[src/glr_pkg.sv]
// ----------------------------------------------------------------------------
// glr_pkg
// shared constants, command and result types of the gradient line rasterizer
// ----------------------------------------------------------------------------
package glr_pkg;

    localparam int COORD_BITS    = 13;
    localparam int SCREEN_WIDTH  = 640;
    localparam int SCREEN_HEIGHT = 480;

    localparam int CH_BITS     = 8;
    localparam int NUM_CH      = 3;
    localparam int PIX_BITS    = 12;
    localparam int DELTA_BITS  = COORD_BITS + 1;   // end minus start
    localparam int N_BITS      = COORD_BITS;       // step count, |delta| max
    localparam int ERR_BITS    = COORD_BITS + 2;   // remainder plus delta
    localparam int CDELTA_BITS = CH_BITS + 1;      // signed colour delta
    localparam int CSUM_BITS   = CH_BITS + 2;      // colour plus signed step
    localparam int DIV_STEPS   = CH_BITS;          // one quotient bit a cycle
    localparam int CNT_BITS    = $clog2(DIV_STEPS);
    localparam int QUEUE_DEPTH = 2;
    localparam int QPTR_BITS   = (QUEUE_DEPTH > 1) ? $clog2(QUEUE_DEPTH) : 1;
    localparam int QCNT_BITS   = $clog2(QUEUE_DEPTH + 1);

    localparam logic [COORD_BITS-1:0] SCREEN_W = COORD_BITS'(SCREEN_WIDTH);
    localparam logic [COORD_BITS-1:0] SCREEN_H = COORD_BITS'(SCREEN_HEIGHT);

    typedef enum logic {
        ACT_LOAD = 1'b0,
        ACT_STEP = 1'b1
    } t_action;

    typedef enum logic [1:0] {
        BK_IDLE,
        BK_DIV,
        BK_EMIT
    } t_back_state;

    // classified request handed from front to back
    typedef struct packed {
        t_action                                action;
        logic signed [DELTA_BITS-1:0]           dx;
        logic signed [DELTA_BITS-1:0]           dy;
        logic        [N_BITS-1:0]               n;
        logic signed [COORD_BITS-1:0]           x0;
        logic signed [COORD_BITS-1:0]           y0;
        logic        [NUM_CH-1:0][CH_BITS-1:0]  c0;
        logic        [NUM_CH-1:0]               cneg;
        logic        [NUM_CH-1:0][CH_BITS-1:0]  cmag;
    } t_cmd;

    typedef struct packed {
        logic                              pixel_valid;
        logic [PIX_BITS-1:0]               pixel_x;
        logic [PIX_BITS-1:0]               pixel_y;
        logic [NUM_CH-1:0][CH_BITS-1:0]    colour;
        logic                              line_done;
    } t_result;

endpackage

[src/glr_front.sv]
// ----------------------------------------------------------------------------
// glr_front
// accepts requests, forms deltas, step count and colour deltas
// ----------------------------------------------------------------------------
module glr_front (
    input  logic                                    i_valid,
    output logic                                    o_ready,
    input  logic                                    i_action,
    input  logic signed [glr_pkg::COORD_BITS-1:0]   i_start_x,
    input  logic signed [glr_pkg::COORD_BITS-1:0]   i_start_y,
    input  logic signed [glr_pkg::COORD_BITS-1:0]   i_end_x,
    input  logic signed [glr_pkg::COORD_BITS-1:0]   i_end_y,
    input  logic [glr_pkg::CH_BITS-1:0]             i_start_red,
    input  logic [glr_pkg::CH_BITS-1:0]             i_start_green,
    input  logic [glr_pkg::CH_BITS-1:0]             i_start_blue,
    input  logic [glr_pkg::CH_BITS-1:0]             i_end_red,
    input  logic [glr_pkg::CH_BITS-1:0]             i_end_green,
    input  logic [glr_pkg::CH_BITS-1:0]             i_end_blue,
    input  logic                                    i_queue_full,
    output logic                                    o_push,
    output glr_pkg::t_cmd                           o_cmd
);
    import glr_pkg::*;

    logic signed [DELTA_BITS-1:0]    dx;
    logic signed [DELTA_BITS-1:0]    dy;
    logic        [N_BITS-1:0]        ax;
    logic        [N_BITS-1:0]        ay;
    logic        [CH_BITS-1:0]       cs [NUM_CH];
    logic        [CH_BITS-1:0]       ce [NUM_CH];
    logic signed [CDELTA_BITS-1:0]   cd [NUM_CH];
    logic signed [CDELTA_BITS-1:0]   cd_abs [NUM_CH];

    assign o_ready = !i_queue_full;
    assign o_push  = i_valid && !i_queue_full;

    assign cs[0] = i_start_red;
    assign cs[1] = i_start_green;
    assign cs[2] = i_start_blue;
    assign ce[0] = i_end_red;
    assign ce[1] = i_end_green;
    assign ce[2] = i_end_blue;

    always_comb begin
        dx = DELTA_BITS'(i_end_x) - DELTA_BITS'(i_start_x);
        dy = DELTA_BITS'(i_end_y) - DELTA_BITS'(i_start_y);
        ax = dx[DELTA_BITS-1] ? N_BITS'(-dx) : N_BITS'(dx);
        ay = dy[DELTA_BITS-1] ? N_BITS'(-dy) : N_BITS'(dy);

        o_cmd        = '0;
        o_cmd.action = t_action'(i_action);
        o_cmd.dx     = dx;
        o_cmd.dy     = dy;
        o_cmd.n      = (ax > ay) ? ax : ay;
        o_cmd.x0     = i_start_x;
        o_cmd.y0     = i_start_y;
        for (int c = 0; c < NUM_CH; c++) begin
            cd[c]         = $signed({1'b0, ce[c]}) - $signed({1'b0, cs[c]});
            cd_abs[c]     = cd[c][CDELTA_BITS-1] ? -cd[c] : cd[c];
            o_cmd.c0[c]   = cs[c];
            o_cmd.cneg[c] = cd[c][CDELTA_BITS-1];
            o_cmd.cmag[c] = cd_abs[c][CH_BITS-1:0];
        end
    end

endmodule

[src/glr_queue.sv]
// ----------------------------------------------------------------------------
// glr_queue
// short register queue between front and back
// ----------------------------------------------------------------------------
module glr_queue (
    input  logic            i_clk,
    input  logic            i_rst_n,
    input  logic            i_push,
    input  glr_pkg::t_cmd   i_cmd,
    output logic            o_full,
    output logic            o_not_empty,
    input  logic            i_pop,
    output glr_pkg::t_cmd   o_cmd
);
    import glr_pkg::*;

    t_cmd                  r_mem [QUEUE_DEPTH];
    logic [QPTR_BITS-1:0]  r_wr;
    logic [QPTR_BITS-1:0]  r_rd;
    logic [QCNT_BITS-1:0]  r_count;
    logic                  do_pop;

    assign o_full      = (r_count == QCNT_BITS'(QUEUE_DEPTH));
    assign o_not_empty = (r_count != '0);
    assign o_cmd       = r_mem[r_rd];
    assign do_pop      = i_pop && o_not_empty;

    always_ff @(posedge i_clk) begin
        if (!i_rst_n) begin
            r_wr    <= '0;
            r_rd    <= '0;
            r_count <= '0;
        end else begin
            if (i_push) begin
                r_wr <= (r_wr == QPTR_BITS'(QUEUE_DEPTH - 1)) ? '0 : r_wr + 1'b1;
            end
            if (do_pop) begin
                r_rd <= (r_rd == QPTR_BITS'(QUEUE_DEPTH - 1)) ? '0 : r_rd + 1'b1;
            end
            if (i_push && !do_pop) begin
                r_count <= r_count + 1'b1;
            end else if (!i_push && do_pop) begin
                r_count <= r_count - 1'b1;
            end
        end
    end

    always_ff @(posedge i_clk) begin
        if (i_push) begin
            r_mem[r_wr] <= i_cmd;
        end
    end

endmodule

[src/glr_back.sv]
// ----------------------------------------------------------------------------
// glr_back
// line state, colour step divider, pixel stepping and output register
// ----------------------------------------------------------------------------
module glr_back (
    input  logic               i_clk,
    input  logic               i_rst_n,
    input  logic               i_cmd_valid,
    input  glr_pkg::t_cmd      i_cmd,
    output logic               o_cmd_pop,
    output logic               o_valid,
    input  logic               i_ready,
    output glr_pkg::t_result   o_res
);
    import glr_pkg::*;

    t_back_state                   r_state;
    t_back_state                   n_state;
    logic                          r_line_active;
    logic [N_BITS-1:0]             r_n;
    logic [N_BITS-1:0]             r_idx;
    logic signed [DELTA_BITS-1:0]  r_dx;
    logic signed [DELTA_BITS-1:0]  r_dy;
    logic signed [COORD_BITS-1:0]  r_pos_x;
    logic signed [COORD_BITS-1:0]  r_pos_y;
    logic [N_BITS-1:0]             r_err_x;
    logic [N_BITS-1:0]             r_err_y;
    logic [CH_BITS-1:0]            r_cnow  [NUM_CH];
    logic [N_BITS-1:0]             r_cerr  [NUM_CH];
    logic signed [CDELTA_BITS-1:0] r_cstep [NUM_CH];
    logic [N_BITS-1:0]             r_crem  [NUM_CH];
    logic [CH_BITS-1:0]            r_quo   [NUM_CH];
    logic [N_BITS-1:0]             r_rem   [NUM_CH];
    logic [NUM_CH-1:0]             r_neg;
    logic [CNT_BITS-1:0]           r_cnt;
    logic                          r_out_valid;
    t_result                       r_out;

    logic                          out_free;
    logic                          pop;
    logic                          emit;
    t_result                       n_res;

    logic signed [ERR_BITS-1:0]    ex;
    logic signed [ERR_BITS-1:0]    ey;
    logic signed [ERR_BITS-1:0]    n_ext;
    logic [N_BITS-1:0]             n_err_x;
    logic [N_BITS-1:0]             n_err_y;
    logic signed [COORD_BITS-1:0]  n_pos_x;
    logic signed [COORD_BITS-1:0]  n_pos_y;
    logic                          on_screen;
    logic [N_BITS:0]               idx_inc;
    logic                          last_step;
    logic signed [CSUM_BITS-1:0]   csum    [NUM_CH];
    logic [N_BITS:0]               esum    [NUM_CH];
    logic [CH_BITS-1:0]            n_cnow  [NUM_CH];
    logic [N_BITS-1:0]             n_cerr  [NUM_CH];
    logic [N_BITS:0]               trial   [NUM_CH];
    logic                          qbit    [NUM_CH];
    logic [N_BITS-1:0]             n_rem   [NUM_CH];
    logic signed [CDELTA_BITS-1:0] fin_q   [NUM_CH];
    logic [N_BITS-1:0]             fin_r   [NUM_CH];

    assign out_free = !r_out_valid || i_ready;
    assign o_valid  = r_out_valid;
    assign o_res    = r_out;

    // next state
    always_comb begin
        n_state = r_state;
        case (r_state)
            BK_IDLE: begin
                if (i_cmd_valid && out_free && i_cmd.action == ACT_LOAD && i_cmd.n != '0) begin
                    n_state = BK_DIV;
                end
            end
            BK_DIV: begin
                if (r_cnt == '0) begin
                    n_state = BK_EMIT;
                end
            end
            BK_EMIT: begin
                if (out_free) begin
                    n_state = BK_IDLE;
                end
            end
            default: n_state = BK_IDLE;
        endcase
    end

    // control outputs
    always_comb begin
        pop  = 1'b0;
        emit = 1'b0;
        case (r_state)
            BK_IDLE: begin
                pop  = i_cmd_valid && out_free;
                emit = pop && (i_cmd.action == ACT_STEP || i_cmd.n == '0);
            end
            BK_EMIT: emit = out_free;
            BK_DIV:  emit = 1'b0;
            default: emit = 1'b0;
        endcase
    end

    assign o_cmd_pop = pop;

    // stepping datapath
    always_comb begin
        n_ext = ERR_BITS'($signed({1'b0, r_n}));
        ex = ERR_BITS'($signed({1'b0, r_err_x})) + ERR_BITS'(r_dx);
        ey = ERR_BITS'($signed({1'b0, r_err_y})) + ERR_BITS'(r_dy);

        n_pos_x = r_pos_x;
        n_err_x = N_BITS'(ex);
        if (ex >= n_ext) begin
            n_err_x = N_BITS'(ex - n_ext);
            n_pos_x = r_pos_x + 1'b1;
        end else if (ex[ERR_BITS-1]) begin
            n_err_x = N_BITS'(ex + n_ext);
            n_pos_x = r_pos_x - 1'b1;
        end

        n_pos_y = r_pos_y;
        n_err_y = N_BITS'(ey);
        if (ey >= n_ext) begin
            n_err_y = N_BITS'(ey - n_ext);
            n_pos_y = r_pos_y + 1'b1;
        end else if (ey[ERR_BITS-1]) begin
            n_err_y = N_BITS'(ey + n_ext);
            n_pos_y = r_pos_y - 1'b1;
        end

        on_screen = !n_pos_x[COORD_BITS-1] && (n_pos_x < $signed(SCREEN_W))
                 && !n_pos_y[COORD_BITS-1] && (n_pos_y < $signed(SCREEN_H));

        idx_inc   = {1'b0, r_idx} + 1'b1;
        last_step = (idx_inc == {1'b0, r_n});

        for (int c = 0; c < NUM_CH; c++) begin
            csum[c] = $signed({2'b00, r_cnow[c]}) + CSUM_BITS'(r_cstep[c]);
            esum[c] = {1'b0, r_cerr[c]} + {1'b0, r_crem[c]};
            n_cerr[c] = N_BITS'(esum[c]);
            if (esum[c] >= {1'b0, r_n}) begin
                n_cerr[c] = N_BITS'(esum[c] - {1'b0, r_n});
                csum[c]   = csum[c] + 1'b1;
            end
            n_cnow[c] = csum[c][CH_BITS-1:0];
        end
    end

    // restoring divider step and floor correction
    always_comb begin
        for (int c = 0; c < NUM_CH; c++) begin
            trial[c] = {r_rem[c], r_quo[c][CH_BITS-1]};
            qbit[c]  = (trial[c] >= {1'b0, r_n});
            n_rem[c] = qbit[c] ? N_BITS'(trial[c] - {1'b0, r_n}) : N_BITS'(trial[c]);

            if (!r_neg[c]) begin
                fin_q[c] = $signed({1'b0, r_quo[c]});
                fin_r[c] = r_rem[c];
            end else if (r_rem[c] == '0) begin
                fin_q[c] = -$signed({1'b0, r_quo[c]});
                fin_r[c] = '0;
            end else begin
                fin_q[c] = -$signed({1'b0, r_quo[c]}) - 1'b1;
                fin_r[c] = r_n - r_rem[c];
            end
        end
    end

    // result formatting
    always_comb begin
        n_res = '0;
        if (r_state == BK_IDLE) begin
            if (i_cmd.action == ACT_LOAD) begin
                n_res.line_done = 1'b1;
            end else if (!r_line_active) begin
                n_res.line_done = 1'b1;
            end else begin
                n_res.line_done = last_step;
                if (on_screen) begin
                    n_res.pixel_valid = 1'b1;
                    n_res.pixel_x     = n_pos_x[PIX_BITS-1:0];
                    n_res.pixel_y     = n_pos_y[PIX_BITS-1:0];
                    for (int c = 0; c < NUM_CH; c++) begin
                        n_res.colour[c] = r_cnow[c];
                    end
                end
            end
        end
    end

    always_ff @(posedge i_clk) begin
        if (!i_rst_n) begin
            r_state       <= BK_IDLE;
            r_line_active <= 1'b0;
            r_out_valid   <= 1'b0;
            r_cnt         <= '0;
        end else begin
            r_state <= n_state;
            if (out_free) begin
                r_out_valid <= emit;
            end
            if (pop) begin
                if (i_cmd.action == ACT_LOAD) begin
                    r_line_active <= 1'b0;
                    r_cnt         <= CNT_BITS'(DIV_STEPS - 1);
                end else if (r_line_active && last_step) begin
                    r_line_active <= 1'b0;
                end
            end else if (r_state == BK_DIV) begin
                r_cnt <= r_cnt - 1'b1;
            end else if (r_state == BK_EMIT && out_free) begin
                r_line_active <= 1'b1;
            end
        end
    end

    always_ff @(posedge i_clk) begin
        if (out_free) begin
            r_out <= n_res;
        end
        if (pop) begin
            if (i_cmd.action == ACT_LOAD) begin
                r_n     <= i_cmd.n;
                r_idx   <= '0;
                r_dx    <= i_cmd.dx;
                r_dy    <= i_cmd.dy;
                r_pos_x <= i_cmd.x0;
                r_pos_y <= i_cmd.y0;
                r_err_x <= '0;
                r_err_y <= '0;
                r_neg   <= i_cmd.cneg;
                for (int c = 0; c < NUM_CH; c++) begin
                    r_cnow[c] <= i_cmd.c0[c];
                    r_cerr[c] <= '0;
                    r_quo[c]  <= i_cmd.cmag[c];
                    r_rem[c]  <= '0;
                end
            end else if (r_line_active) begin
                r_idx   <= N_BITS'(idx_inc);
                r_pos_x <= n_pos_x;
                r_pos_y <= n_pos_y;
                r_err_x <= n_err_x;
                r_err_y <= n_err_y;
                for (int c = 0; c < NUM_CH; c++) begin
                    r_cnow[c] <= n_cnow[c];
                    r_cerr[c] <= n_cerr[c];
                end
            end
        end else if (r_state == BK_DIV) begin
            for (int c = 0; c < NUM_CH; c++) begin
                r_rem[c] <= n_rem[c];
                r_quo[c] <= {r_quo[c][CH_BITS-2:0], qbit[c]};
            end
        end else if (r_state == BK_EMIT && out_free) begin
            for (int c = 0; c < NUM_CH; c++) begin
                r_cstep[c] <= fin_q[c];
                r_crem[c]  <= fin_r[c];
            end
        end
    end

    a_div_nonzero: assert property (@(posedge i_clk) disable iff (!i_rst_n)
        (r_state == BK_DIV) |-> (r_n != '0) && !r_line_active)
        else $error("divider running without a valid step count");

    a_index_range: assert property (@(posedge i_clk) disable iff (!i_rst_n)
        r_line_active |-> (r_idx < r_n) && (r_err_x < r_n) && (r_err_y < r_n))
        else $error("active line index or error term out of range");

    a_colour_err: assert property (@(posedge i_clk) disable iff (!i_rst_n)
        r_line_active |-> (r_cerr[0] < r_n) && (r_cerr[1] < r_n) && (r_cerr[2] < r_n))
        else $error("colour error term out of range");

    a_pixel_on_screen: assert property (@(posedge i_clk) disable iff (!i_rst_n)
        (r_out_valid && r_out.pixel_valid) |->
            (r_out.pixel_x < PIX_BITS'(SCREEN_WIDTH)) &&
            (r_out.pixel_y < PIX_BITS'(SCREEN_HEIGHT)))
        else $error("pixel marked valid outside the screen");

endmodule

[src/gradient_line_rasterizer.sv]
// step requests: one result per request, registered in the queue and then in the output register
// steps stream at one per cycle through the two-entry queue and the output register while i_ready stays high
// a load with a nonzero length holds the back end: it enters the bit-serial colour step
// divider from BK_IDLE, runs it in BK_DIV and finalizes the step in BK_EMIT
// a zero-length load or a step with no active line answers straight from BK_IDLE, like a step
// synchronous active-low reset empties the queue and output register, no line active
// ----------------------------------------------------------------------------
// gradient_line_rasterizer
// line stepper with exact per-pixel colour interpolation
// ----------------------------------------------------------------------------
module gradient_line_rasterizer (
    input  logic                                    i_clk,
    input  logic                                    i_rst_n,
    // request channel
    input  logic                                    i_valid,
    output logic                                    o_ready,
    input  logic                                    i_action,
    input  logic signed [glr_pkg::COORD_BITS-1:0]   i_start_x,
    input  logic signed [glr_pkg::COORD_BITS-1:0]   i_start_y,
    input  logic signed [glr_pkg::COORD_BITS-1:0]   i_end_x,
    input  logic signed [glr_pkg::COORD_BITS-1:0]   i_end_y,
    input  logic [glr_pkg::CH_BITS-1:0]             i_start_red,
    input  logic [glr_pkg::CH_BITS-1:0]             i_start_green,
    input  logic [glr_pkg::CH_BITS-1:0]             i_start_blue,
    input  logic [glr_pkg::CH_BITS-1:0]             i_end_red,
    input  logic [glr_pkg::CH_BITS-1:0]             i_end_green,
    input  logic [glr_pkg::CH_BITS-1:0]             i_end_blue,
    // result channel
    output logic                                    o_valid,
    input  logic                                    i_ready,
    output logic                                    o_pixel_valid,
    output logic [glr_pkg::PIX_BITS-1:0]            o_pixel_x,
    output logic [glr_pkg::PIX_BITS-1:0]            o_pixel_y,
    output logic [glr_pkg::CH_BITS-1:0]             o_red,
    output logic [glr_pkg::CH_BITS-1:0]             o_green,
    output logic [glr_pkg::CH_BITS-1:0]             o_blue,
    output logic                                    o_line_done
);
    import glr_pkg::*;

    // front to queue
    logic     push;
    logic     queue_full;
    t_cmd     front_cmd;

    // queue to back
    logic     queue_not_empty;
    logic     back_pop;
    t_cmd     queue_cmd;

    t_result  res;

    // classify the request: deltas, step count and colour deltas
    glr_front u_front (
        .i_valid       (i_valid),
        .o_ready       (o_ready),
        .i_action      (i_action),
        .i_start_x     (i_start_x),
        .i_start_y     (i_start_y),
        .i_end_x       (i_end_x),
        .i_end_y       (i_end_y),
        .i_start_red   (i_start_red),
        .i_start_green (i_start_green),
        .i_start_blue  (i_start_blue),
        .i_end_red     (i_end_red),
        .i_end_green   (i_end_green),
        .i_end_blue    (i_end_blue),
        .i_queue_full  (queue_full),
        .o_push        (push),
        .o_cmd         (front_cmd)
    );

    // decouples acceptance from a back end busy dividing or stalled on output
    glr_queue u_queue (
        .i_clk       (i_clk),
        .i_rst_n     (i_rst_n),
        .i_push      (push),
        .i_cmd       (front_cmd),
        .o_full      (queue_full),
        .o_not_empty (queue_not_empty),
        .i_pop       (back_pop),
        .o_cmd       (queue_cmd)
    );

    // line state, divider for the colour steps, error-term stepping
    glr_back u_back (
        .i_clk       (i_clk),
        .i_rst_n     (i_rst_n),
        .i_cmd_valid (queue_not_empty),
        .i_cmd       (queue_cmd),
        .o_cmd_pop   (back_pop),
        .o_valid     (o_valid),
        .i_ready     (i_ready),
        .o_res       (res)
    );

    // result fields out of the registered result
    assign o_pixel_valid = res.pixel_valid;
    assign o_pixel_x     = res.pixel_x;
    assign o_pixel_y     = res.pixel_y;
    assign o_red         = res.colour[0];
    assign o_green       = res.colour[1];
    assign o_blue        = res.colour[2];
    assign o_line_done   = res.line_done;

endmodule

[config.mk]
export PLATFORM = sky130hd
export DESIGN_NAME = gradient_line_rasterizer
export DESIGN_NICKNAME = d
export VERILOG_FILES = /design/src/glr_pkg.sv /design/src/glr_front.sv /design/src/glr_queue.sv /design/src/glr_back.sv /design/src/gradient_line_rasterizer.sv
export SDC_FILE = /design/constraint.sdc
export NUM_CORES = 1
export LEC_CHECK = 0
export BUFFER_PORTS_ARGS = -buffer_cell sky130_fd_sc_hd__buf_2
export CAP_MARGIN = 0
export CORE_MARGIN = 3
export CORE_UTILIZATION = 29
export CTS_BUF_LIST = sky130_fd_sc_hd__clkbuf_16
export DETAILED_ROUTE_END_ITERATION = 8
export HOLD_SLACK_MARGIN = 0.02
export PLACE_DENSITY = 0.42
export RECOVER_POWER = 50
export SKIP_LAST_GASP = 1
export SYNTH_ARGS = -nofsm -noshare
export SYNTH_HDL_FRONTEND = slang
export SYNTH_SLANG_ARGS = --single-unit
[constraint.sdc]
create_clock -name i_clk -period 5.9 [get_ports i_clk]
set_input_delay 0 -clock i_clk [delete_from_list [all_inputs] [get_ports i_clk]]
set_output_delay 0 -clock i_clk [all_outputs]
set_load 0.02 [all_outputs]
Word level (Yosys, flattened, before mapping)
Memories as Yosys holds them, arrays and structs flattened. A register that Yosys moved wholly into a read port is not among the register bits.
Cells that the tools add are included.
{"block": "totals", "ff_bits": 170, "n_memories": 7, "wordCells": 250, "out_inout_bits": 52, "in_bits": 105, "ramBits": 430}
{"block": "classes", "n_lt_le_gt_ge": 11, "n_eq_ne": 11, "n_reduce_logical": 39, "bitwise_logic": 13, "mux": 93, "addsub": 53}
{"name": "u_queue.r_mem", "words": 2, "width": 119, "rd": 1, "rd_clocked_by_memory_dff": 1, "write_ports": 1, "line": "glr_queue.sv:17", "rtl": "t_cmd r_mem [QUEUE_DEPTH];"}
{"name": "u_back.r_cerr", "words": 3, "width": 13, "rd": 3, "rd_clocked_by_memory_dff": 0, "write_ports": 3, "line": "glr_back.sv:29", "rtl": "logic [N_BITS-1:0] r_cerr [NUM_CH];"}
{"name": "u_back.r_crem", "words": 3, "width": 13, "rd": 3, "rd_clocked_by_memory_dff": 0, "write_ports": 3, "line": "glr_back.sv:31", "rtl": "logic [N_BITS-1:0] r_crem [NUM_CH];"}
{"name": "u_back.r_rem", "words": 3, "width": 13, "rd": 3, "rd_clocked_by_memory_dff": 0, "write_ports": 3, "line": "glr_back.sv:33", "rtl": "logic [N_BITS-1:0] r_rem [NUM_CH];"}
{"name": "u_back.r_cstep", "words": 3, "width": 9, "rd": 3, "rd_clocked_by_memory_dff": 0, "write_ports": 3, "line": "glr_back.sv:30", "rtl": "logic signed [CDELTA_BITS-1:0] r_cstep [NUM_CH];"}
{"name": "u_back.r_cnow", "words": 3, "width": 8, "rd": 3, "rd_clocked_by_memory_dff": 0, "write_ports": 3, "line": "glr_back.sv:28", "rtl": "logic [CH_BITS-1:0] r_cnow [NUM_CH];"}
{"name": "1 more memories"}
{"operator": "$mux W13", "count": 36}
{"operator": "$sub A13 B13 Y13", "count": 11}
{"operator": "$mux W8", "count": 12}
{"operator": "$ge A14 B13 Y1", "count": 6}
{"operator": "$mux W9", "count": 6}
{"operator": "$neg A8 Y9", "count": 6}
{"operator": "$logic_not A13 Y1", "count": 4}
{"operator": "$mux W49", "count": 1}
{"operator": "$add A13 B13 Y14", "count": 3}
{"operator": "$add A14 B14 Y15", "count": 2}
{"operator": "$ge A15 B14 Y1", "count": 2}
{"operator": "$mux W1", "count": 28}
{"operator": "$sub A13 B13 Y14", "count": 2}
{"operator": "$sub A8 B8 Y9", "count": 3}
{"operator": "$sub A9 B1 Y9 const B", "count": 3}
{"operator": "$add A13 B1 Y13 const B", "count": 2}
{"operator": "$add A13 B13 Y13", "count": 2}
{"operator": "$neg A13 Y13", "count": 2}
{"operator": "$sub A13 B1 Y13 const B", "count": 2}
{"operator": "$add A8 B1 Y8 const B", "count": 3}
{"operator": "$add A8 B8 Y8", "count": 3}
{"operator": "$neg A8 Y8", "count": 3}
{"operator": "$add A13 B1 Y14 const B", "count": 1}
{"operator": "$eq A14 B13 Y1", "count": 1}
{"operator": "other kinds (28)", "count": 76}

Longest topological paths before layout
Gate-level depths: netlist of run 1.
{"block": "logic_depth", "ltp_word": 8, "ltp_mapped": 24, "mapped_depth_nobuf": 23}

By module
From an unflattened synthesis of run 1, not the netlist that was laid out.
{"block": "hier_totals", "cells_unflattened": 3752, "area_unflattened_um2": 40082.2}
{"module": "glr_back", "seq_area_each_um2": 10590.2, "instances": 1, "cells_each": 2790, "area_each_um2": 27146.0}
{"module": "glr_queue", "seq_area_each_um2": 7247.0, "instances": 1, "cells_each": 392, "area_each_um2": 8842.2}
{"module": "glr_front", "seq_area_each_um2": 0.0, "instances": 1, "cells_each": 570, "area_each_um2": 4093.9}

Worst setup path before layout of run 1
No wires, ideal clock.
{"block": "synth_timing", "kind": "register -> register", "startpoint": "reg u_queue.r_count[0]", "endpoint": "mem u_queue.r_mem[0][0] in the netlist's numbering (enable)", "setup_slack_ns": -0.433, "synth_period_minus_slack_ns": 6.333, "n_path_buf": 0, "arrival_ns": 5.733, "required_time_ns": 5.300, "path_stages_with_launch": 4, "setup_time_ns": 0.600, "cell_sequence": "dfxtp_1 -> nand2b_1 -> nand2_1 -> nor2_1"}
{"block": "synth_between", "elab_chain_len": 5}
{"item": "from (decl)", "line": "glr_queue.sv:20", "rtl": "logic [QCNT_BITS-1:0] r_count;"}
{"item": "from (signal assigned)", "line": "glr_queue.sv:41", "rtl": "r_count <= r_count + 1'b1;"}
{"item": "from (signal assigned)", "line": "glr_queue.sv:43", "rtl": "r_count <= r_count - 1'b1;"}
{"item": "$eq A2 B2 Y1", "line": "glr_queue.sv:23", "rtl": "assign o_full = (r_count == QCNT_BITS'(QUEUE_DEPTH));"}
{"item": "$logic_not A1 Y1"}
{"item": "named net o_ready", "line": "gradient_line_rasterizer.sv:16", "rtl": "output logic o_ready,"}
{"item": "$logic_and A1 B1 Y1", "line": "glr_front.sv:35", "rtl": "assign o_push = i_valid && !i_queue_full;"}
{"item": "$mux W1", "line": "glr_queue.sv:49", "rtl": "if (i_push) begin"}
{"item": "$mux W1 (implied by the code)", "line": "glr_queue.sv:50", "rtl": "r_mem[r_wr] <= i_cmd;"}
{"item": "to (decl)", "line": "glr_queue.sv:17"}
The timed path passes the listed nets, and every way through them passes these cells.

Final worst setup path of run 1
{"block": "layout_timing", "startpoint": "reg u_back.r_err_y[0]", "endpoint": "reg u_back.r_out (netlist bit u_back.o_res[2]), data pin"}
{"block": "layout_between", "elab_chain_len": 7, "word_cells_on_any_way": 9, "classes_between": "add/sub: 1; order compare: 2; mux: 2; reduce/logical: 4"}
{"item": "from (decl)", "line": "glr_back.sv:27", "rtl": "logic [N_BITS-1:0] r_err_y;"}
{"item": "from (signal assigned)", "line": "glr_back.sv:246", "rtl": "r_err_y <= n_err_y;"}
{"item": "$add A14 B14 Y15 (*)", "line": "glr_back.sv:112", "rtl": "ey = ERR_BITS'($signed({1'b0, r_err_y})) + ERR_BITS'(r_dy);"}
{"item": "$ge A15 B14 Y1 or $mux W13 (tied branches)", "line": "glr_back.sv:126, glr_back.sv:129"}
{"item": "$mux W13 (*)", "line": "glr_back.sv:126", "rtl": "if (ey >= n_ext) begin"}
{"item": "parallel branches: the longest is 2 deep, another holds $lt A13 B10 Y1"}
{"item": "$logic_and A1 B1 Y1 (*)", "line": "glr_back.sv:135", "rtl": "&& !n_pos_y[COORD_BITS-1] && (n_pos_y < $signed(SCREEN_H));"}
{"item": "$reduce_and A4 Y1 (no source line) (*)"}
{"item": "to (signal assigned)", "line": "glr_back.sv:222", "rtl": "r_out <= n_res;"}
{"item": "to (decl)", "line": "glr_back.sv:37", "rtl": "t_result r_out;"}
Mark *: on every way between the ends.
A chain may end at the register's enable or synchronous reset.

==> impl_results.md, run 1 <==
- Max clock buf depth: 3
- Worst Slack Setup Final: about 0.38 ns
- #FFs+latches synth: 598
- Post-synth ARST share: 0%
- EDFF count, synth: a little under 600
- Switching part of the total: between 40 and 50%
- Setup Skew: between 0.02 and 0.025 ns
- Most frequent cells in the layout: 586 x edfxtp_1, 333 x ha_1, 278 x nor2_1, 253 x inv_1, 210 x xnor2_1
- Crit Reg-Reg Endpoint: u_back.o_res[2]
- Clock power frac: between 10% and 20%
- Mean Syn Cell Area: between 10 and 15 um^2
- CTS buffer count: 75
- Starting DRT DRC Count: roughly 1800
- DRC: 0
- Via count: around 28000
- Grt total ovfl: 0
- Starting density of the core: a little under 30%
- Post-synthesis mux area share: 4.926%
- Setup CP Type: register to register
- Synth Area in XOR/XNOR: 7.332%
- Largest net degree at the start of global routing: 79
- Die W: 373.5 um
- Power density cells: about 660 nW/um^2
- Commonest non-fill, non-tap cell in the layout: edfxtp_1
- Final nets: roughly 4300
- Routed WL: 114100 um
- Core Util, Final: between 30 and 40%
- Pre-CTS setup slack: approximately 0.16 ns
- Yosys top cell area share: approximately 45%
- Max-Cap Viols: 11
- Vias in the first global route: approximately 28000
- Part of the power in combinational logic: between 60% and 70%
- CP Launch Type: register
- Seq/Total Area, Yosys: between 40% and 50%
- I/O Pins: 157
- Worst hold slack: just over 0.07 ns
- R2R cell count: 21
- Clock sinks: 598
- Pint: between 15 and 20 mW
- Final hold violations: 0
- Initial antenna violation count: 2
- Tcrit/Tclk final: just over 90%
- Slew margin rel.: -165.5%
- Leak: around 17 nW
- Final setup fails: 0
- Adder-cell share of the synthesized area: 11.97%
- First-pass GRT wire length: about 170000 um
- Die area: around 140000 um^2
- Peak VDD IR: 0.0003098 V
- Largest family of logic cells by synthesized area: compound AO/OA/AOI/OAI gates
- Core area: ~130000 um^2
- CTS tree: built
- P&R area growth vs syn: 15.93%
- Hold path cells: 4
- Standard-cell row count: 134
- Vias per cell: slightly below 5
- Outcome: finished, violations left
- Final Instance Area: about 45000 um^2
- Die height: 373.5 um
- Final Total Pwr: 29.84 mW
- WL/cell: between 15 and 20 um
- RSZ-0062 raised after global routing: false
- Reg power frac: around 25%
- Switch Pwr: ~14 mW
- H-tree levels: 3
- Max Slew Vio Count: ~540
- Total negative slack: 0 ns
- Worst Tran Pin Value: ~4.0 ns
- Unique masters post-synth: 97
- Port buffer count: around 160
- First-pass DRT Iterations: 5
- Post-Syn Area: roughly 39000 um^2
- Antenna-violating nets left: 0
- Synthesized instance count: about 3600
- Hold_sp: i_end_green[2]
- Dominant synthesized flop cell: edfxtp_1
- Synth area leaders: edfxtp_1 45%, ha_1 11%, xnor2_1 4.7%
- Data required, critical path: 6.39 ns
- Compound-Gate Fraction of Synth Area: between 10 and 15%
- Hold EP: u_queue.r_mem[1][10]
- DP Area: approximately 42000 um^2
- Reg2reg start: u_back.r_err_y[0]
- Root Driver: clkbuf_16
- RePlAce Congestion: slightly above 0.8
- Synth area leader: edfxtp_1
- Final HPWL DP: approximately 83000 um
- Critical Path End Type: register
- Clk_lat worst skew: around 0.66 ns
- Failing checks: max-capacitance violations, max-slew violations
- Largest fanout on the critical path: 24
- Placed Cells: 5486
- Reg clk slew, reported paths: ~0.060 ns
- Share of cells above drive strength 1: a little under a tenth
- Synth Warn #: 0
- R2R setup slack: between 0.3 and 0.4 ns
- Non-filler cells, final: between 5000 and 6000
- Min cycle time layout: approximately 5.5 ns
- Max Freq: about 180 MHz
- Hold Crit Class: primary input to register
- Critical Path AT: approximately 6 ns
- Simple-Gate Fraction of Synth Area: about an eighth
- Total Routing Usage GR: between 10% and 20%
[layout make-up]
class | count | area (um^2)
tap | 1768 | 2212
sequential | 598 | 17840
timing repair buffer | 315 | 2048
antenna | 1 | 2.502
fill | 13639 | 88390
clock inverter | 54 | 404.1
inverter | 236 | 885.9
clock buffer | 77 | 1927
multi-input combinational | 2657 | 20090
[cells by family (layout without fill, tap and decap cells)]
logic type,Yosys count,after routing
simple gates,937,937
compound gates,843,843
flops,598,598
fa+ha+maj,359,359
buf+inv,340,682
xor+xnor,327,327
mux,186,186
other cells,1,6
[registers in the layout, summed over array words and instances, names as in the netlist, 14 cells and up, named ones only]
name            cells
u_queue.r_mem     238
u_back.o_res       50
u_back.r_cerr      39
u_back.r_crem      39
u_back.r_rem       39
u_back.r_cnow      24
u_back.r_cstep     24
u_back.r_quo       24
u_back.r_dx        14
u_back.r_dy        14
[repair_timing]
item | 4_1_cts | 5_1_grt
gates resized for setup | 0 | 5
endpoints found under the setup margin | 0 | 43
hold buffers | 83 | 0
hold endpoints to repair | 173 | 0
setup buffers | 0 | 5
[worst max path at each step]
| stage | start | to | slack, ns | depth (start not counted) |
|---|---|---|---|---|
| 5_1_grt | u_back.r_err_x[0] | u_back.o_res[2] | 0.02 | 22 |
| 3_5_place_dp | u_back.r_err_x[0] | u_back.o_res[2] | 0.16 | 22 |
| 6_report | u_back.r_err_y[0] | u_back.o_res[2] | 0.38 | 21 |
| 2_1_floorplan | register | u_back.r_err_x[0] | 1.0 | 6 |
| 3_3_place_gp | u_back.r_err_x[0] | u_back.o_res[16] | 0.20 | 22 |
| 4_1_cts | u_back.r_err_x[0] | u_back.o_res[2] | 0.13 | 22 |
[cell usage after synthesis, drive strengths merged, types with 35 or more instances]
library cell  number
nand3             73
mux2i            132
a211oi            67
nor2             283
edfxtp           586
nand2            189
buf               38
ha               333
nand4             39
o21ai            177
mux2              54
a21o              87
o21bai            35
xnor2            210
nor2b             85
xor2             117
nor3              83
inv              236
clkbuf            66
a21oi            207
[power groups by stage]
stage	clock, mW	sequential, mW	combinational [mW]
global route	4.78	7.53	20.2
global placement	0	7.46	18.1
finish	4.44	7.39	18.0
detailed placement	0	7.45	18.0
CTS	4.62	7.38	18.1
floorplan	0	7.22	13.3
[routing by layer]
metal,track usage [%],vias up,part of all wire [%]
li1,-,13942,-
met1,23.58,13580,50
met3,1.799,113,3.1
met4,4.623,0,2.2
met2,25.24,449,44
met5,0,-,0
[worst max-delay path: stages (launching register included)]
cell and delay (ns):
edfxtp_1 0.37, ha_1 0.25, fa_1 0.45, a211oi_2 0.28, o21ai_0 0.20, a31oi_1 0.28, nor2_1 0.10, a211oi_1 0.26
xnor2_1 0.16, ha_1 0.42, nand2_1 0.11, nor3_2 0.26, nand4_1 0.22, o2111ai_1 0.17, o21ai_2 0.08, buf_4 0.21
o32ai_1 0.33, xnor2_1 0.20, o2111a_2 0.28, o2111ai_4 0.20, buf_12 0.24, nor3b_2 0.21
Power figures use the tool's default switching activity.
==> run 2, diff against run 1 <==
CTS_BUF_LIST = not set   (was sky130_fd_sc_hd__clkbuf_16)
==> run 2 against run 1 <==
Sequential share of layout area hardly changed. Largest power group unchanged. Sequential power about the same. Flip-flop and latch count unchanged. Setup slack hardly changed. Critical path depth unchanged. The run still ends with max-capacitance violations, max-slew violations left.
==> impl_results.md, run 2 (synthesis gave the netlist of run 1 again) <==
- Starting density of the core: 29.27% (unchanged)
- Final nets: 4347 (unchanged)
- Max Slew Vio Count: 538 (unchanged)
- P&R area growth vs syn: 16.04% (about the same)
- Total Routing Usage GR: 16.17% (about the same)
- Final Total Pwr: 29.92 mW (+0.27%)
- Most flops, register: u_queue.r_mem
- Most frequent cells in the layout: 586 x edfxtp_1, 333 x ha_1, 278 x nor2_1, 235 x inv_1, 210 x xnor2_1
- Worst Tran Pin Value: 3.969 ns (-0.01387 ns)
- Core area: 133800 um^2 (unchanged)
- Clock sinks: 598 (unchanged)
- Switching part of the total: 45.22% (-0.14 points)
- Min cycle time layout: 5.516 ns (+0.0004420 ns)
- Largest fanout on the critical path: 24 (unchanged)
- Setup Skew: 0.02187 ns (+0.001586 ns)
- Max clock buf depth: 3 (unchanged)
- Die area: 139500 um^2 (unchanged)
- Final hold violations: 0 (unchanged)
- Critical Path AT: 6.00 ns (about the same)
- Via count: 28111 (+0.096%)
- Pre-CTS setup slack: 0.1644 ns (unchanged)
- Starting DRT DRC Count: 1788 (-1.1%)
- CP Launch Type: register
- Worst Slack Setup Final: 0.3840 ns (-0.0004420 ns)
- Peak VDD IR: 0.0003113 V (+0.50%)
- Die height: 373.5 um (unchanged)
- Slew margin rel.: -164.6% (+0.92 points)
- Leak: 17.41 nW (-0.30%)
- Commonest non-fill, non-tap cell in the layout: edfxtp_1
- First-pass GRT wire length: 173500 um (about the same)
- Reg clk slew, reported paths: 0.06 ns (about the same)
- DR top layer: met4
- R2R cell count: 21 (unchanged)
- Max Freq: 181.3 MHz (about the same)
- Die W: 373.5 um (unchanged)
- Worst Setup SP: u_back.r_err_y[0]
- Largest net degree at the start of global routing: 79 (unchanged)
- First-pass DRT Iterations: 5 (unchanged)
- Total negative slack: 0 ns (unchanged)
- Clock power frac: 15.1% (+0.2 points)
- Clk_lat worst skew: 0.66 ns (about the same)
- Grt total ovfl: 0 (unchanged)
- WL/cell: 19.99 um (about the same)
- RSZ-0062 raised after global routing: false
- Port buffer count: 156 (unchanged)
- Metal-1 WL: 57500 um (about the same)
- Failing checks: max-capacitance violations, max-slew violations
- Critical Path End Type: register
- Root Driver: clkbuf_16
- Vias per cell: 4.927 (about the same)
- Vias in the first global route: 27797 (+0.011%)
- RePlAce Congestion: 0.8062 (unchanged)
- Met3 Wirelength: 3678 um (+3.9%)
- Power density cells: 658.4 nW/um^2 (+0.18%)
- Tcrit/Tclk final: 93.49% (about the same)
- Critical path endpoint: u_back.o_res[2]
- Data required, critical path: 6.39 ns (about the same)
- Routed WL: 114000 um (about the same)
- CTS tree: built
- Core Util, Final: 33.97% (about the same)
- Final setup fails: 0 (unchanged)
- Max-Cap Viols: 11 (unchanged)
- Reg power frac: 24.7% (about the same)
- CTS buffer count: 75 (unchanged)
- Crit Reg-Reg Endpoint: u_back.o_res[2]
- Final HPWL DP: 83160 um (unchanged)
- Standard-cell row count: 134 (unchanged)
- Switch Pwr: 13.53 mW (about the same)
- Hold Crit Class: primary input to register
- R2R setup slack: 0.38 ns (about the same)
- Max FFs per register: 238 (unchanged)
- Reg2reg start: u_back.r_err_y[0]
- Wire length on met2: 50370 um (-0.34%)
- Antenna-violating nets left: 0 (unchanged)
- I/O Pins: 157 (unchanged)
- Share of cells above drive strength 1: 9.296% (+0.10 points)
- H-tree levels: 3 (unchanged)
- Initial antenna violation count: 2 (unchanged)
- DRC: 0 (unchanged)
- Part of the power in combinational logic: 60.1% (-0.2 points)
- Pint: 16.39 mW (+0.52%)
- Setup CP Type: register to register
- Outcome: finished, violations left
run 2: cell types whose count changed in the layout (fill, tap and decap cells not counted), sizes merged:
cell / change
inv: -18
clkbuf: +22
clkinv: -4
run 2: how the worst min path moves through the flow:
stage | startpoint | end | slack (ns) | cells after the start
after floorplan | i_action | u_queue.r_mem[0][118] | 0.1 | 0
after global placement | i_start_x[12] | u_queue.r_mem[1][76] | 0.21 | 1
after detailed placement | i_start_x[1] | u_queue.r_mem[1][65] | 0.21 | 1
after CTS | i_end_y[11] | u_queue.r_mem[1][101] | 0.02 | 4
after global routing | i_end_green[3] | u_queue.r_mem[0][11] | 0.08 | 4
final | i_end_green[2] | u_queue.r_mem[1][10] | 0.07 | 4
run 2: metal layers:
metal	track usage (%)	up-vias
met5	0	-
met4	4.623	0
met3	1.799	119
met2	25.23	475
met1	23.58	13571
li1	-	13946
run 2: cell type report:
type                       instances  area (um^2)
multi-input combinational       2657        20090
fill                           13631        88350
clock buffer                      99         2049
tap                             1768         2212
inverter                         236        885.9
sequential                       598        17840
antenna                            1        2.502
timing repair buffer             315         2048
clock inverter                    32        321.6
run 2: worst max-delay path: stages, from the launching register on:
cell	delay, ns
edfxtp_1	0.37
ha_1	0.25
fa_1	0.44
a211oi_2	0.28
o21ai_0	0.20
a31oi_1	0.28
nor2_1	0.11
a211oi_1	0.26
xnor2_1	0.16
ha_1	0.42
nand2_1	0.11
nor3_2	0.25
nand4_1	0.23
o2111ai_1	0.17
o21ai_2	0.08
buf_4	0.21
o32ai_1	0.33
xnor2_1	0.20
o2111a_2	0.27
o2111ai_4	0.20
buf_12	0.24
nor3b_2	0.21
run 2: timing repair:
action	CTS	global route
setup buffers	0	5
gates resized for setup	0	5
hold buffers	83	0
hold endpoints to repair	173	0
endpoints found under the setup margin	0	43
run 2: power groups by stage:
stage | clock [mW] | sequential (mW) | combinational (mW)
final | 4.53 | 7.40 | 18.0
after floorplan | 0 | 7.22 | 13.3
after global placement | 0 | 7.46 | 18.1
after global routing | 4.86 | 7.53 | 20.2
after detailed placement | 0 | 7.45 | 18.0
after CTS | 4.70 | 7.38 | 18.1
run 2: metrics by stage:
stage	hold slack [ns]	area (um^2)	std cells
CTS	0.02343	45580	5700
detailed placement	0.2105	42380	5486
global route	0.07690	45440	5705
floorplan	0.09887	39180	3595
finish	0.06968	45450	5706
global placement	0.2078	42380	5486
==> run 3, diff against run 2 <==
CORE_UTILIZATION = 45   (was 29)
PLACE_DENSITY = 0.61   (was 0.42)
==> run 3 against run 2 <==
The run still ends with max-capacitance violations, max-slew violations left. Sequential share of layout area rose by 1.0 points. Sequential power hardly changed. Register-to-register slack about the same. Global-route usage up 6.3 points. Final cell count down 11%. Routed wire length down 10%. Fmax increased by 0.24%.
==> impl_results.md, run 3 (synthesis gave the netlist of run 1 again) <==
- First-pass DRT Iterations: 5 (unchanged)
- Min cycle time layout: 5.503 ns (-0.01333 ns)
- Clock sinks: 598 (unchanged)
- Antenna-violating nets left: 0 (unchanged)
- Starting density of the core: 45.71% (+16 points)
- Leak: 17.23 nW (-1.0%)
- Total negative slack: 0 ns (unchanged)
- Ant diodes: 0 (-1)
- Setup CP Type: register to register
- Clk_lat worst skew: 0.62 ns (-0.04 ns)
- Starting DRT DRC Count: 2424 (+36%)
- Via count: 28482 (+1.3%)
- WL/cell: 20.27 um (+1.4%)
- Standard-cell row count: 107 (-20%)
- Final hold violations: 0 (unchanged)
- Port buffer count: 156 (unchanged)
- Outcome: finished, violations left
- Final setup fails: 0 (unchanged)
- Die W: 301.0 um (-19%)
- Core Util, Final: 51.69% (+18 points)
- First-pass GRT wire length: 158500 um (-8.7%)
- Peak VDD IR: 0.0004605 V (+48%)
- Critical Path End Type: register
- Clock power frac: 14.4% (-0.7 points)
- CP max-delay cell: fa_1
- Worst Slack Setup Final: 0.3974 ns (+0.01333 ns)
- Crit-path most repeated cell: o21ai_0
- CTS tree: built
- Pre-CTS setup slack: 0.01276 ns (-0.1517 ns)
- Final Total Pwr: 29.36 mW (-1.9%)
- Hold Crit Class: primary input to register
- CP Launch Type: register
- Switch Pwr: 13.24 mW (-2.1%)
- Largest fanout on the critical path: 30 (+25%)
- Root Driver: clkbuf_16
- Worst path cell trace: ha_1 > fa_1 > a211oi_1 > o21ai_0 > a31oi_1 > nor2_1 > a211oi_1 > xnor2_1 > ha_1 > a21oi_1 > o21ai_0 > a22oi_1 > o2111ai_1 > o21ai_4 > o21ai_0 > xnor2_1 > o31ai_1 > o2111ai_4 > buf_8 > nor3b_2
- Final nets: 4318 (-0.67%)
- Critical Path AT: 5.86 ns (-0.14 ns)
- I/O Pins: 157 (unchanged)
- Switching part of the total: 45.10% (-0.12 points)
- RSZ-0062 raised after global routing: false
- Reg power frac: 25.3% (+0.6 points)
- Max Freq: 181.7 MHz (+0.24%)
- Max Slew Vio Count: 563 (+4.6%)
- Core area: 85680 um^2 (-36%)
- Most flops, register: u_queue.r_mem
- P&R area growth vs syn: 13.08%
- Most frequent cells in the layout: 586 x edfxtp_1, 333 x ha_1, 278 x nor2_1, 235 x inv_1, 210 x xnor2_1
- Power density cells: 662.9 nW/um^2 (+0.67%)
- CTS buffer count: 69 (-8.0%)
- Biggest cell delay along the critical path: 0.42 ns (-0.02 ns)
- Part of the power in combinational logic: 60.3% (+0.2 points)
- Tcrit/Tclk final: 93.26% (-0.23 points)
- Max-Cap Viols: 11 (unchanged)
- Max clock buf depth: 3 (unchanged)
- # Post-CTS Setup Buffers: 0 (unchanged)
- Pint: 16.12 mW (-1.7%)
- Max FFs per register: 238 (unchanged)
- Largest net degree at the start of global routing: 70 (-11%)
- Vias in the first global route: 27483 (-1.1%)
- Slew margin rel.: -172.2% (-7.6 points)
- Final HPWL DP: 72820 um (-12%)
- Grt total ovfl: 0 (unchanged)
- Failing checks: max-capacitance violations, max-slew violations
- Share of cells above drive strength 1: 8.214% (-1.1 points)
- Total Routing Usage GR: 22.46% (+6.3 points)
- RePlAce Congestion: 0.8870 (+10%)
- Die area: 90610 um^2 (-35%)
- DRC: 0 (unchanged)
- Reg clk slew, reported paths: 0.06 ns (about the same)
- H-tree levels: 3 (unchanged)
- Initial antenna violation count: 7 (+5)
- Vias per cell: 5.638 (+14%)
- Worst Tran Pin Value: 4.083 ns (+0.1145 ns)
- Die height: 301.0 um (-19%)
- Commonest non-fill, non-tap cell in the layout: edfxtp_1
- Setup Skew: 0.02537 ns (+0.003504 ns)
- Routed WL: 102400 um (-10%)
- Data required, critical path: 6.25 ns (-0.14 ns)
==> run 3: path summary, 6_finish.rpt <==
check / to / cells past startpoint / slack, ns / start
max: u_back.o_res[4] / 20 / 0.40 / u_back.r_err_y[0]
min: u_queue.r_count[1] / 6 / 0.04 / i_valid
max reg2reg: u_back.o_res[4] / 20 / 0.40 / u_back.r_err_y[0]
min reg2reg: u_back.r_cnt[1] / 1 / 0.51 / u_back.r_cnt[1]
==> run 3: area by class of cell <==
cell class,count,area [um^2]
fillers,7745,41390
flip-flops and latches,598,17840
clock inverters,34,321.6
well taps,1144,1431
multi-input cells,2657,20080
clock buffers,91,1892
inverters,236,885.9
repair buffers,292,1841
==> run 3: worst max-delay path, delay by kind of cell, from the launching register on <==
kind | cells | cell delay (ns)
buf+inv | 1 | 0.32
flops | 1 | 0.36
fa+ha+maj | 3 | 1.05
xor+xnor | 2 | 0.51
compound gates | 12 | 2.77
simple gates | 2 | 0.19
==> run 3: what timing repair did <==
action | in CTS | in global routing
setup endpoints to repair | 7 | 44
hold buffers | 75 | 0
endpoints found under the hold margin | 161 | 0
resized for setup | 1 | 8
pin swaps | 0 | 0
==> run 3: metal layers <==
metal	GRT usage, %	routed length, um	up-vias
met1	33.12	48830	13752
met4	5.912	2375	0
met2	34.77	45100	737
met5	0	0	-
met3	3.014	6083	129
li1	-	-	13864
==> run 3: per-stage QoR <==
stage,instances,hold slack [ns],area [um^2]
2_1_floorplan,3595,0.09887,39180
3_3_place_gp,4852,0.2040,41480
3_5_place_dp,4852,0.2045,41480
4_1_cts,5052,0.03431,44450
5_1_grt,5052,0.04898,44290
6_report,5052,0.04152,44290
==> run 3: power by group through the flow <==
stage	logic [mW]	registers [mW]	clock network, mW
after floorplan	13.3	7.22	0
after global placement	17.3	7.45	0
after detailed placement	17.4	7.47	0
after CTS	17.6	7.39	4.32
after global routing	19.7	7.55	4.49
final	17.7	7.43	4.23
